<file path="config.mk">
export PLATFORM = sky130hd
export DESIGN_NAME = julian_day_to_calendar_date_unit
export DESIGN_NICKNAME = d
export VERILOG_FILES = /design/src/rtl/jdc_pkg.sv /design/src/rtl/julian_day_to_calendar_date_unit.sv /design/src/rtl/jdc_date_path.sv /design/src/rtl/jdc_time_path.sv
export SDC_FILE = /design/constraint.sdc
export NUM_CORES = 2
export LEC_CHECK = 0
export BUFFER_PORTS_ARGS = -buffer_cell sky130_fd_sc_hd__buf_2
export CORE_MARGIN = 5
export CORE_UTILIZATION = 35
export DETAILED_ROUTE_END_ITERATION = 10
export PLACE_DENSITY_LB_ADDON = 0.15
export SYNTH_ARGS = -nofsm -noshare
export SYNTH_HDL_FRONTEND = slang
export SYNTH_SLANG_ARGS = --single-unit
</file>
<file path="constraint.sdc">
create_clock -name clock -period 8.7 [get_ports clock]
set_input_delay 0.435 -clock clock [delete_from_list [all_inputs] [get_ports clock]]
set_output_delay 0.435 -clock clock [all_outputs]
set_load 0.01 [all_outputs]
</file>
<file path="src/rtl/jdc_pkg.sv">
// Shared types, constants and the days-before-month table for the Julian Day
// to calendar date unit. No dependencies.
package jdc_pkg;

   localparam int DAY_BITS = 23;

   // Transaction types.
   typedef struct packed {
      logic [DAY_BITS-1:0] day_number;
      logic [16:0]         seconds_after_noon;
   } req_type;

   typedef struct packed {
      logic signed [15:0] year;
      logic [3:0]         month;
      logic [4:0]         day_of_month;
      logic [4:0]         hour;
      logic [5:0]         minute;
      logic [5:0]         second;
      logic               gregorian;
   } rsp_type;

   typedef struct packed {
      logic signed [15:0] year;
      logic [3:0]         month;
      logic [4:0]         day_of_month;
      logic               gregorian;
   } date_type;

   typedef struct packed {
      logic [4:0] hour;
      logic [5:0] minute;
      logic [5:0] second;
   } clock_type;

   localparam int LATENCY     = 9;
   localparam int TIME_STAGES = 5;

   // Time of day constants.
   localparam int SEC_WIDTH = 17;
   localparam int HALF_DAY  = 43200;
   localparam int SEC_MAX   = 86399;
   localparam int HOUR_SECS = 3600;
   localparam int MIN_SECS  = 60;
   localparam int REM_WIDTH = 12;

   // Exact reciprocal for sod / 3600 over 17-bit inputs.
   localparam int KH  = SEC_WIDTH + 12;
   localparam int MHW = SEC_WIDTH + 1;
   localparam longint unsigned MH_FULL =
      ((64'd1 << KH) + longint'(HOUR_SECS) - 1) / longint'(HOUR_SECS);
   localparam logic [MHW-1:0] MH = MHW'(MH_FULL);

   // Exact reciprocal for rem / 60 over 12-bit inputs.
   localparam int KM  = REM_WIDTH + 6;
   localparam int MMW = REM_WIDTH + 1;
   localparam longint unsigned MM_FULL =
      ((64'd1 << KM) + longint'(MIN_SECS) - 1) / longint'(MIN_SECS);
   localparam logic [MMW-1:0] MM = MMW'(MM_FULL);

   // Date path widths.
   localparam int ZW  = DAY_BITS + 1;
   localparam int X1W = ZW + 2;
   localparam int BW  = ZW + 1;
   localparam int X2W = BW + 5;
   localparam int CW  = X2W - 12;
   localparam int DW  = CW + 9;
   localparam int BDW = 10;
   localparam int X3W = BDW + 14;
   localparam int A1W = X1W - 17;
   localparam int EW  = 4;

   localparam int REFORM_DAY  = 2299161;
   localparam int A1_OFFSET   = 7468865;
   localparam int B_OFFSET    = 1524;
   localparam int C_OFFSET    = 2442;
   localparam int YEAR_EARLY  = 4715;
   localparam int YEAR_LATE   = 4716;
   localparam int DAYS_4YEARS = 1461;
   localparam int E_SCALE     = 10000;

   // floor((4z - 7468865) / 146097)
   localparam longint unsigned D1 = 146097;
   localparam int K1  = X1W + 18;
   localparam int M1W = X1W + 1;
   localparam int P1W = X1W + M1W;
   localparam longint unsigned M1_FULL = ((64'd1 << K1) + D1 - 1) / D1;
   localparam logic [M1W-1:0] M1 = M1W'(M1_FULL);

   // floor((20b - 2442) / 7305)
   localparam longint unsigned D2 = 7305;
   localparam int K2  = X2W + 13;
   localparam int M2W = X2W + 1;
   localparam int P2W = X2W + M2W;
   localparam longint unsigned M2_FULL = ((64'd1 << K2) + D2 - 1) / D2;
   localparam logic [M2W-1:0] M2 = M2W'(M2_FULL);

   // floor(10000(b - d) / 306001)
   localparam longint unsigned D3 = 306001;
   localparam int K3  = X3W + 19;
   localparam int M3W = X3W + 1;
   localparam int P3W = X3W + M3W;
   localparam longint unsigned M3_FULL = ((64'd1 << K3) + D3 - 1) / D3;
   localparam logic [M3W-1:0] M3 = M3W'(M3_FULL);

   // Days before month index e, floor(306001e / 10000), for e from 4 to 15.
   function automatic logic [BDW-1:0] day_offset(input logic [EW-1:0] e);
      logic [BDW-1:0] result;
      case (e)
         4'd4:    result = BDW'(122);
         4'd5:    result = BDW'(153);
         4'd6:    result = BDW'(183);
         4'd7:    result = BDW'(214);
         4'd8:    result = BDW'(244);
         4'd9:    result = BDW'(275);
         4'd10:   result = BDW'(306);
         4'd11:   result = BDW'(336);
         4'd12:   result = BDW'(367);
         4'd13:   result = BDW'(397);
         4'd14:   result = BDW'(428);
         4'd15:   result = BDW'(459);
         default: result = '0;
      endcase
      return result;
   endfunction

endpackage

</file>
<file path="src/rtl/julian_day_to_calendar_date_unit.sv">
// Julian Day to calendar date and time of day, fully pipelined.
// The response to an accepted transaction is strobed once it has passed through
// the date pipeline's nine register stages.
// Throughput is one transaction per cycle; busy is never asserted.
// Synchronous reset clears only the valid pipeline; the receiver cannot stall.
// Depends on jdc_pkg, jdc_date_path and jdc_time_path.
module julian_day_to_calendar_date_unit (
   input  logic              clock,
   input  logic              reset,
   input  logic              start,
   output logic              busy,
   input  jdc_pkg::req_type  req_item,
   output logic              rsp_strobe,
   output jdc_pkg::rsp_type  rsp_item
);
   import jdc_pkg::*;

   logic [LATENCY-1:0] valid_in, valid_ff;
   date_type           date_item;
   clock_type          clock_item;

   jdc_date_path u_date (
      .clock     (clock),
      .req_item  (req_item),
      .date_item (date_item)
   );

   jdc_time_path u_time (
      .clock              (clock),
      .seconds_after_noon (req_item.seconds_after_noon),
      .clock_item         (clock_item)
   );

   assign busy     = 1'b0;
   assign valid_in = {valid_ff[LATENCY-2:0], start & ~busy};

   always_ff @(posedge clock) begin
      if (reset) begin
         valid_ff <= '0;
      end else begin
         valid_ff <= valid_in;
      end
   end

   assign rsp_strobe            = valid_ff[LATENCY-1];
   assign rsp_item.year         = date_item.year;
   assign rsp_item.month        = date_item.month;
   assign rsp_item.day_of_month = date_item.day_of_month;
   assign rsp_item.gregorian    = date_item.gregorian;
   assign rsp_item.hour         = clock_item.hour;
   assign rsp_item.minute       = clock_item.minute;
   assign rsp_item.second       = clock_item.second;

endmodule

</file>
<file path="src/rtl/jdc_date_path.sv">
// Nine-stage date pipeline: day number to year, month, day and calendar flag.
// Depends on jdc_pkg.
module jdc_date_path (
   input  logic               clock,
   input  jdc_pkg::req_type   req_item,
   output jdc_pkg::date_type  date_item
);
   import jdc_pkg::*;

   logic             carry;
   logic [ZW-1:0]    z1_in, z1_ff, z2_ff;
   logic             greg1_in, greg1_ff, greg2_ff, greg3_ff, greg4_ff;
   logic             greg5_ff, greg6_ff, greg7_ff, greg8_ff;
   logic [X1W-1:0]   x1_in, x1_ff;
   logic [P1W-1:0]   p1_in, p1_ff;
   logic [A1W-1:0]   a1;
   logic [BW-1:0]    adj, b3_in, b3_ff, b4_ff, b5_ff, b6_ff;
   logic [X2W-1:0]   x2_in, x2_ff;
   logic [P2W-1:0]   p2_in, p2_ff;
   logic [CW-1:0]    c6_in, c6_ff, c7_ff, c8_ff;
   logic [DW+1:0]    d_prod;
   logic [DW-1:0]    d6_in, d6_ff;
   logic [BW-1:0]    bd_full;
   logic [BDW-1:0]   bd7_in, bd7_ff, bd8_ff;
   logic [X3W-1:0]   x3_in, x3_ff;
   logic [P3W-1:0]   p3_in, p3_ff;
   logic [EW-1:0]    e;
   logic [3:0]       mon;
   logic [BDW-1:0]   dom_full;
   logic signed [CW:0] year_full;
   date_type         date_in, date_ff;

   always_comb begin
      carry    = req_item.seconds_after_noon >= SEC_WIDTH'(HALF_DAY);
      z1_in    = ZW'(req_item.day_number) + ZW'(carry);
      greg1_in = z1_in >= ZW'(REFORM_DAY);
      x1_in    = {z1_in, 2'b00} - X1W'(A1_OFFSET);

      p1_in = P1W'(x1_ff) * P1W'(M1);

      a1    = p1_ff[K1 +: A1W];
      adj   = BW'(a1) - BW'(a1 >> 2) + BW'(1);
      b3_in = BW'(z2_ff) + (greg2_ff ? adj : '0) + BW'(B_OFFSET);

      x2_in = X2W'({b3_ff, 4'b0000}) + X2W'({b3_ff, 2'b00}) - X2W'(C_OFFSET);

      p2_in = P2W'(x2_ff) * P2W'(M2);

      c6_in  = p2_ff[K2 +: CW];
      d_prod = (DW+2)'(c6_in) * (DW+2)'(DAYS_4YEARS);
      d6_in  = d_prod[DW+1:2];

      bd_full = b6_ff - d6_ff[BW-1:0];
      bd7_in  = bd_full[BDW-1:0];
      x3_in   = X3W'(bd7_in) * X3W'(E_SCALE);

      p3_in = P3W'(x3_ff) * P3W'(M3);

      e         = p3_ff[K3 +: EW];
      mon       = (e < 4'd14) ? e - 4'd1 : e - 4'd13;
      dom_full  = bd8_ff - day_offset(e);
      year_full = signed'({1'b0, c8_ff})
                  - ((mon > 4'd2) ? (CW+1)'(YEAR_LATE) : (CW+1)'(YEAR_EARLY));

      date_in.year         = year_full[15:0];
      date_in.month        = mon;
      date_in.day_of_month = dom_full[4:0];
      date_in.gregorian    = greg8_ff;
   end

   always_ff @(posedge clock) begin
      z1_ff    <= z1_in;
      greg1_ff <= greg1_in;
      x1_ff    <= x1_in;

      p1_ff    <= p1_in;
      z2_ff    <= z1_ff;
      greg2_ff <= greg1_ff;

      b3_ff    <= b3_in;
      greg3_ff <= greg2_ff;

      x2_ff    <= x2_in;
      b4_ff    <= b3_ff;
      greg4_ff <= greg3_ff;

      p2_ff    <= p2_in;
      b5_ff    <= b4_ff;
      greg5_ff <= greg4_ff;

      c6_ff    <= c6_in;
      d6_ff    <= d6_in;
      b6_ff    <= b5_ff;
      greg6_ff <= greg5_ff;

      bd7_ff   <= bd7_in;
      x3_ff    <= x3_in;
      c7_ff    <= c6_ff;
      greg7_ff <= greg6_ff;

      p3_ff    <= p3_in;
      bd8_ff   <= bd7_ff;
      c8_ff    <= c7_ff;
      greg8_ff <= greg7_ff;

      date_ff  <= date_in;
   end

   assign date_item = date_ff;

endmodule

</file>
<file path="src/rtl/jdc_time_path.sv">
// Time of day pipeline: seconds after noon to hour, minute and second,
// delayed to match the date pipeline. Depends on jdc_pkg.
module jdc_time_path (
   input  logic                clock,
   input  logic [16:0]         seconds_after_noon,
   output jdc_pkg::clock_type  clock_item
);
   import jdc_pkg::*;

   localparam int DELAY = LATENCY - TIME_STAGES;

   logic [SEC_WIDTH-1:0]       sec_sat;
   logic [SEC_WIDTH-1:0]       sod1_in, sod1_ff, sod2_ff;
   logic [SEC_WIDTH+MHW-1:0]   ph_in, ph_ff;
   logic [4:0]                 hour3_in, hour3_ff, hour4_ff;
   logic [SEC_WIDTH-1:0]       hprod;
   logic [SEC_WIDTH-1:0]       rem_full;
   logic [REM_WIDTH-1:0]       rem3_in, rem3_ff, rem4_ff;
   logic [REM_WIDTH+MMW-1:0]   pm_in, pm_ff;
   logic [5:0]                 minute;
   logic [REM_WIDTH-1:0]       mprod;
   logic [REM_WIDTH-1:0]       sec_full;
   clock_type                  time5_in, time5_ff;
   clock_type                  dly_ff [DELAY];

   always_comb begin
      sec_sat = (seconds_after_noon > SEC_WIDTH'(SEC_MAX)) ?
                SEC_WIDTH'(SEC_MAX) : seconds_after_noon;
      sod1_in = (sec_sat >= SEC_WIDTH'(HALF_DAY)) ?
                sec_sat - SEC_WIDTH'(HALF_DAY) : sec_sat + SEC_WIDTH'(HALF_DAY);

      ph_in = (SEC_WIDTH+MHW)'(sod1_ff) * (SEC_WIDTH+MHW)'(MH);

      hour3_in = ph_ff[KH +: 5];
      hprod    = SEC_WIDTH'(hour3_in) * SEC_WIDTH'(HOUR_SECS);
      rem_full = sod2_ff - hprod;
      rem3_in  = rem_full[REM_WIDTH-1:0];

      pm_in = (REM_WIDTH+MMW)'(rem3_ff) * (REM_WIDTH+MMW)'(MM);

      minute   = pm_ff[KM +: 6];
      mprod    = REM_WIDTH'(minute) * REM_WIDTH'(MIN_SECS);
      sec_full = rem4_ff - mprod;

      time5_in.hour   = hour4_ff;
      time5_in.minute = minute;
      time5_in.second = sec_full[5:0];
   end

   always_ff @(posedge clock) begin
      sod1_ff  <= sod1_in;
      ph_ff    <= ph_in;
      sod2_ff  <= sod1_ff;
      hour3_ff <= hour3_in;
      rem3_ff  <= rem3_in;
      pm_ff    <= pm_in;
      hour4_ff <= hour3_ff;
      rem4_ff  <= rem3_ff;
      time5_ff <= time5_in;
      dly_ff[0] <= time5_ff;
      for (int i = 1; i < DELAY; i++) begin
         dly_ff[i] <= dly_ff[i-1];
      end
   end

   assign clock_item = dly_ff[DELAY-1];

endmodule
</file>
==> results by group <==
Outcome
  • Status: completed

Setup path
  • Crit path capture type: flop
  • Worst Path Buf+Inv: 4
  • CP delay by family, top: adder cells
  • Crit path launch type: flop
  • CP required: about 9300 ps
  • Worst Path Arrival: approximately 8000 ps
  • Slowest CP cell: fa_1
  • Crit path max fanout: 6
  • CP most frequent cell: fa_1
  • Kind of critical path: reg2reg
  • CP peak stage delay: 630 ps
  • Crit-path cells: inv_1, fa_1, inv_1, ha_1, fa_1, inv_1, fa_1, inv_1, fa_1, fa_1, fa_1, ha_1, ha_1, nand2_1, or3_1, or4_4, a21oi_2, a31oi_1, or4b_4, a31oi_4, o31ai_2, xnor2_1

Layout
  • Synth-to-layout area growth: 9.26%
  • NumNets Final: 7853
  • Proportion of layout cells with a drive suffix above 1: 4.19%
  • Filler instances: ~16000
  • Footprint of the multi-input gates: about 42000 um^2
  • Final instance area: approximately 63000 um^2
  • Post-layout util: roughly two fifths
  • Storage cell area: 9390 um^2

Die
  • Initial core utilization: 35.3%
  • Ports: 88
  • Core Rows: around 150
  • Full die area: 173000 um^2
  • Die H: 416 um
  • Die width: between 400 and 500 um
  • Core area: 163000 um^2

STA
  • Worst Skew: about 48 ps
  • Post-Route Setup TNS: 0 ps
  • Final Cycle Share: a little under nine tenths
  • Fmax: 134 MHz
  • Hold Violations, Final: 0
  • Hold WS: 79.0 ps
  • Unrepaired setup endpoints after global routing: false
  • Final min period: between 7000 and 8000 ps
  • Worst-Margin Slew: 982 ps
  • Final-report setup violation count: 0
  • Final Max Tran Viols: 0
  • Worst slew margin: around a third

Placement
  • Cell Area, Placed: between 60000 and 70000 um^2
  • GPL Wtd Cong: between 0.9 and 1
  • Final HPWL DP: roughly 130000 um
  • Number of port buffers: 86

GRT
  • Total GRT Usage: about 16%
  • Routing usage on met3: 2.05%
  • M1 GR Usage: 22.4%
  • Final global-route overflow total: 0
  • Largest net degree at the start of global routing: 19
  • GRT Max-Usage Layer: met2
  • Vias in the first global route: a little under 40000
  • Antenna violations before repair: 1
  • Global-route wire length before repair: 220000 um
  • GR Util met2: a little over a quarter

Clock network
  • Clk sinks: between 400 and 500
  • Max clock buf depth: 3
  • CTS Buf Count: 56
  • Clock network latency to the later pin of the worst-skew pair: about 670 ps
  • CTS tree: done
  • Clock root buffer: clkbuf_16
  • Clk pin slew, worst setup/hold paths: approximately 60 ps
  • CTS H-Tree Depth: 2

Route
  • Routed Antenna Nets: 0
  • DR vias: approximately 36000
  • 1st-iter DRT viols: 1407
  • DR WL/cell: 17.6 um
  • Routed wire length: 139000 um
  • DR vias/cell: 4.52
  • Drt pass-1 iters: 5
  • Drc violations: 0

Synth
  • Synth Flop Type: dfxtp_1
  • Post-synth EDFFs: 0
  • Post-synthesis net count: between 7000 and 8000
  • Yosys warnings: 0
  • Flop and latch count out of synthesis: 469
  • Sequential area share after synthesis: around 16%
  • Post-synth ARST share: 0%
  • Synthesized cell area: about 58000 um^2
  • Post-Synthesis Cells: approximately 5500
  • Post-Syn Area per Cell: a little over 10 um^2
  • Synth cell types: 94

Flow run
  • Max_cap viols: 0

Min path
  • Hold Path Class: in2reg
flip-flops by register name (all words and copies together) (netlist names), 17 cells and up, named ones only:
register and cells:
u_time.time5_ff 17, u_time.sod1_ff 17, u_time.dly_ff 68, u_date.b3_ff 25, u_date.z1_ff 24, u_date.z2_ff 24
u_date.date_item 26, u_date.x2_ff 28, u_date.x1_ff 24
path summary, 6_finish.rpt:
path	startpoint	end	slack (ps)	depth (start not counted)
worst max-delay path	u_date.x2_ff[6]	u_date.p2_ff[58]	1240	22
worst min-delay path	req_item[38]	u_date.z1_ff[21]	80	3
worst max register to register	u_date.x2_ff[6]	u_date.p2_ff[58]	1240	22
worst min register to register	u_date.b5_ff[8]	u_date.b6_ff[8]	320	0
kinds of logic (layout without fill, tap and decap cells):
family / Yosys count / after routing / share of synthesized area [%]
flip-flops: 469 / 469 / 16.3
AO/OA/AOI/OAI: 578 / 578 / 6.78
other: 1 / 2 / 0.00651
XOR/XNOR: 227 / 227 / 3.50
AND/OR/NAND/NOR: 555 / 555 / 4.89
multiplexers: 8 / 8 / 0.143
adder cells (fa/ha/maj): 2125 / 2125 / 58.1
buffers and inverters: 1579 / 1768 / 10.3
per-stage QoR:
step,std cells,setup slack (ps)
CTS,7906,1160
global placement,7791,1290
detailed placement,7791,1250
finish,7907,1240
floorplan,5542,1850
global route,7906,832
tightest hold or removal path, cell delays in order:
cell and delay, ps:
buf_2 100, xor2_1 100, inv_1 80
layer usage:
layer	up-vias	wire [um]
met5	-	0
met4	0	3950
met3	175	5070
met2	503	64500
met1	17332	65300
li1	17754	-
what timing repair did:
item / 4_1_cts / 5_1_grt
hold buffers: 11 / 0
resized for setup: 0 / 0
hold endpoints to repair: 10 / 0
setup buffers: 0 / 0
layout by cell type, fill, tap and decap left out, drive strengths merged, types with 21 or more instances in the layout:
cell,instances
a21oi,165
buf,90
fa,913
clkbuf,69
and3,25
a211oi,27
inv,1566
nand2,107
nand4,25
xor2,71
ha,1212
o21a,23
nor2,150
nor3,57
o21bai,21
a21o,107
o21ai,94
dfxtp,469
nor2b,25
xnor2,156
nand3,60
cells in the mapped netlist (25+ instances only):
library cell | number | share of area [%]
a21oi_1 | 161 | 1.4
inv_1 | 1562 | 10
xor2_1 | 69 | 1.0
nand3_1 | 60 | 0.52
a21o_1 | 106 | 1.4
dfxtp_1 | 469 | 16
ha_1 | 1212 | 26
a211oi_1 | 26 | 0.34
nand2_1 | 107 | 0.70
nor2_1 | 150 | 0.98
xnor2_1 | 154 | 2.3
nor2b_1 | 25 | 0.27
o21ai_0 | 78 | 0.68
fa_1 | 913 | 32
nor3_1 | 55 | 0.48
layout make-up:
| type | count | area share [%] |
|---|---|---|
| Timing Repair Buffer | 101 | 0.907 |
| Sequential cell | 469 | 14.9 |
| Tap cell | 2175 | 4.32 |
| Multi-Input combinational cell | 3494 | 67.2 |
| Antenna cell | 1 | 0.00398 |
| Inverter | 1563 | 9.32 |
| Clock inverter | 35 | 0.952 |
| Clock buffer | 69 | 2.40 |
Power is left out: the tool's default activity adds up to more than one toggle a clock period on the data nets, which glitch-free logic cannot reach.
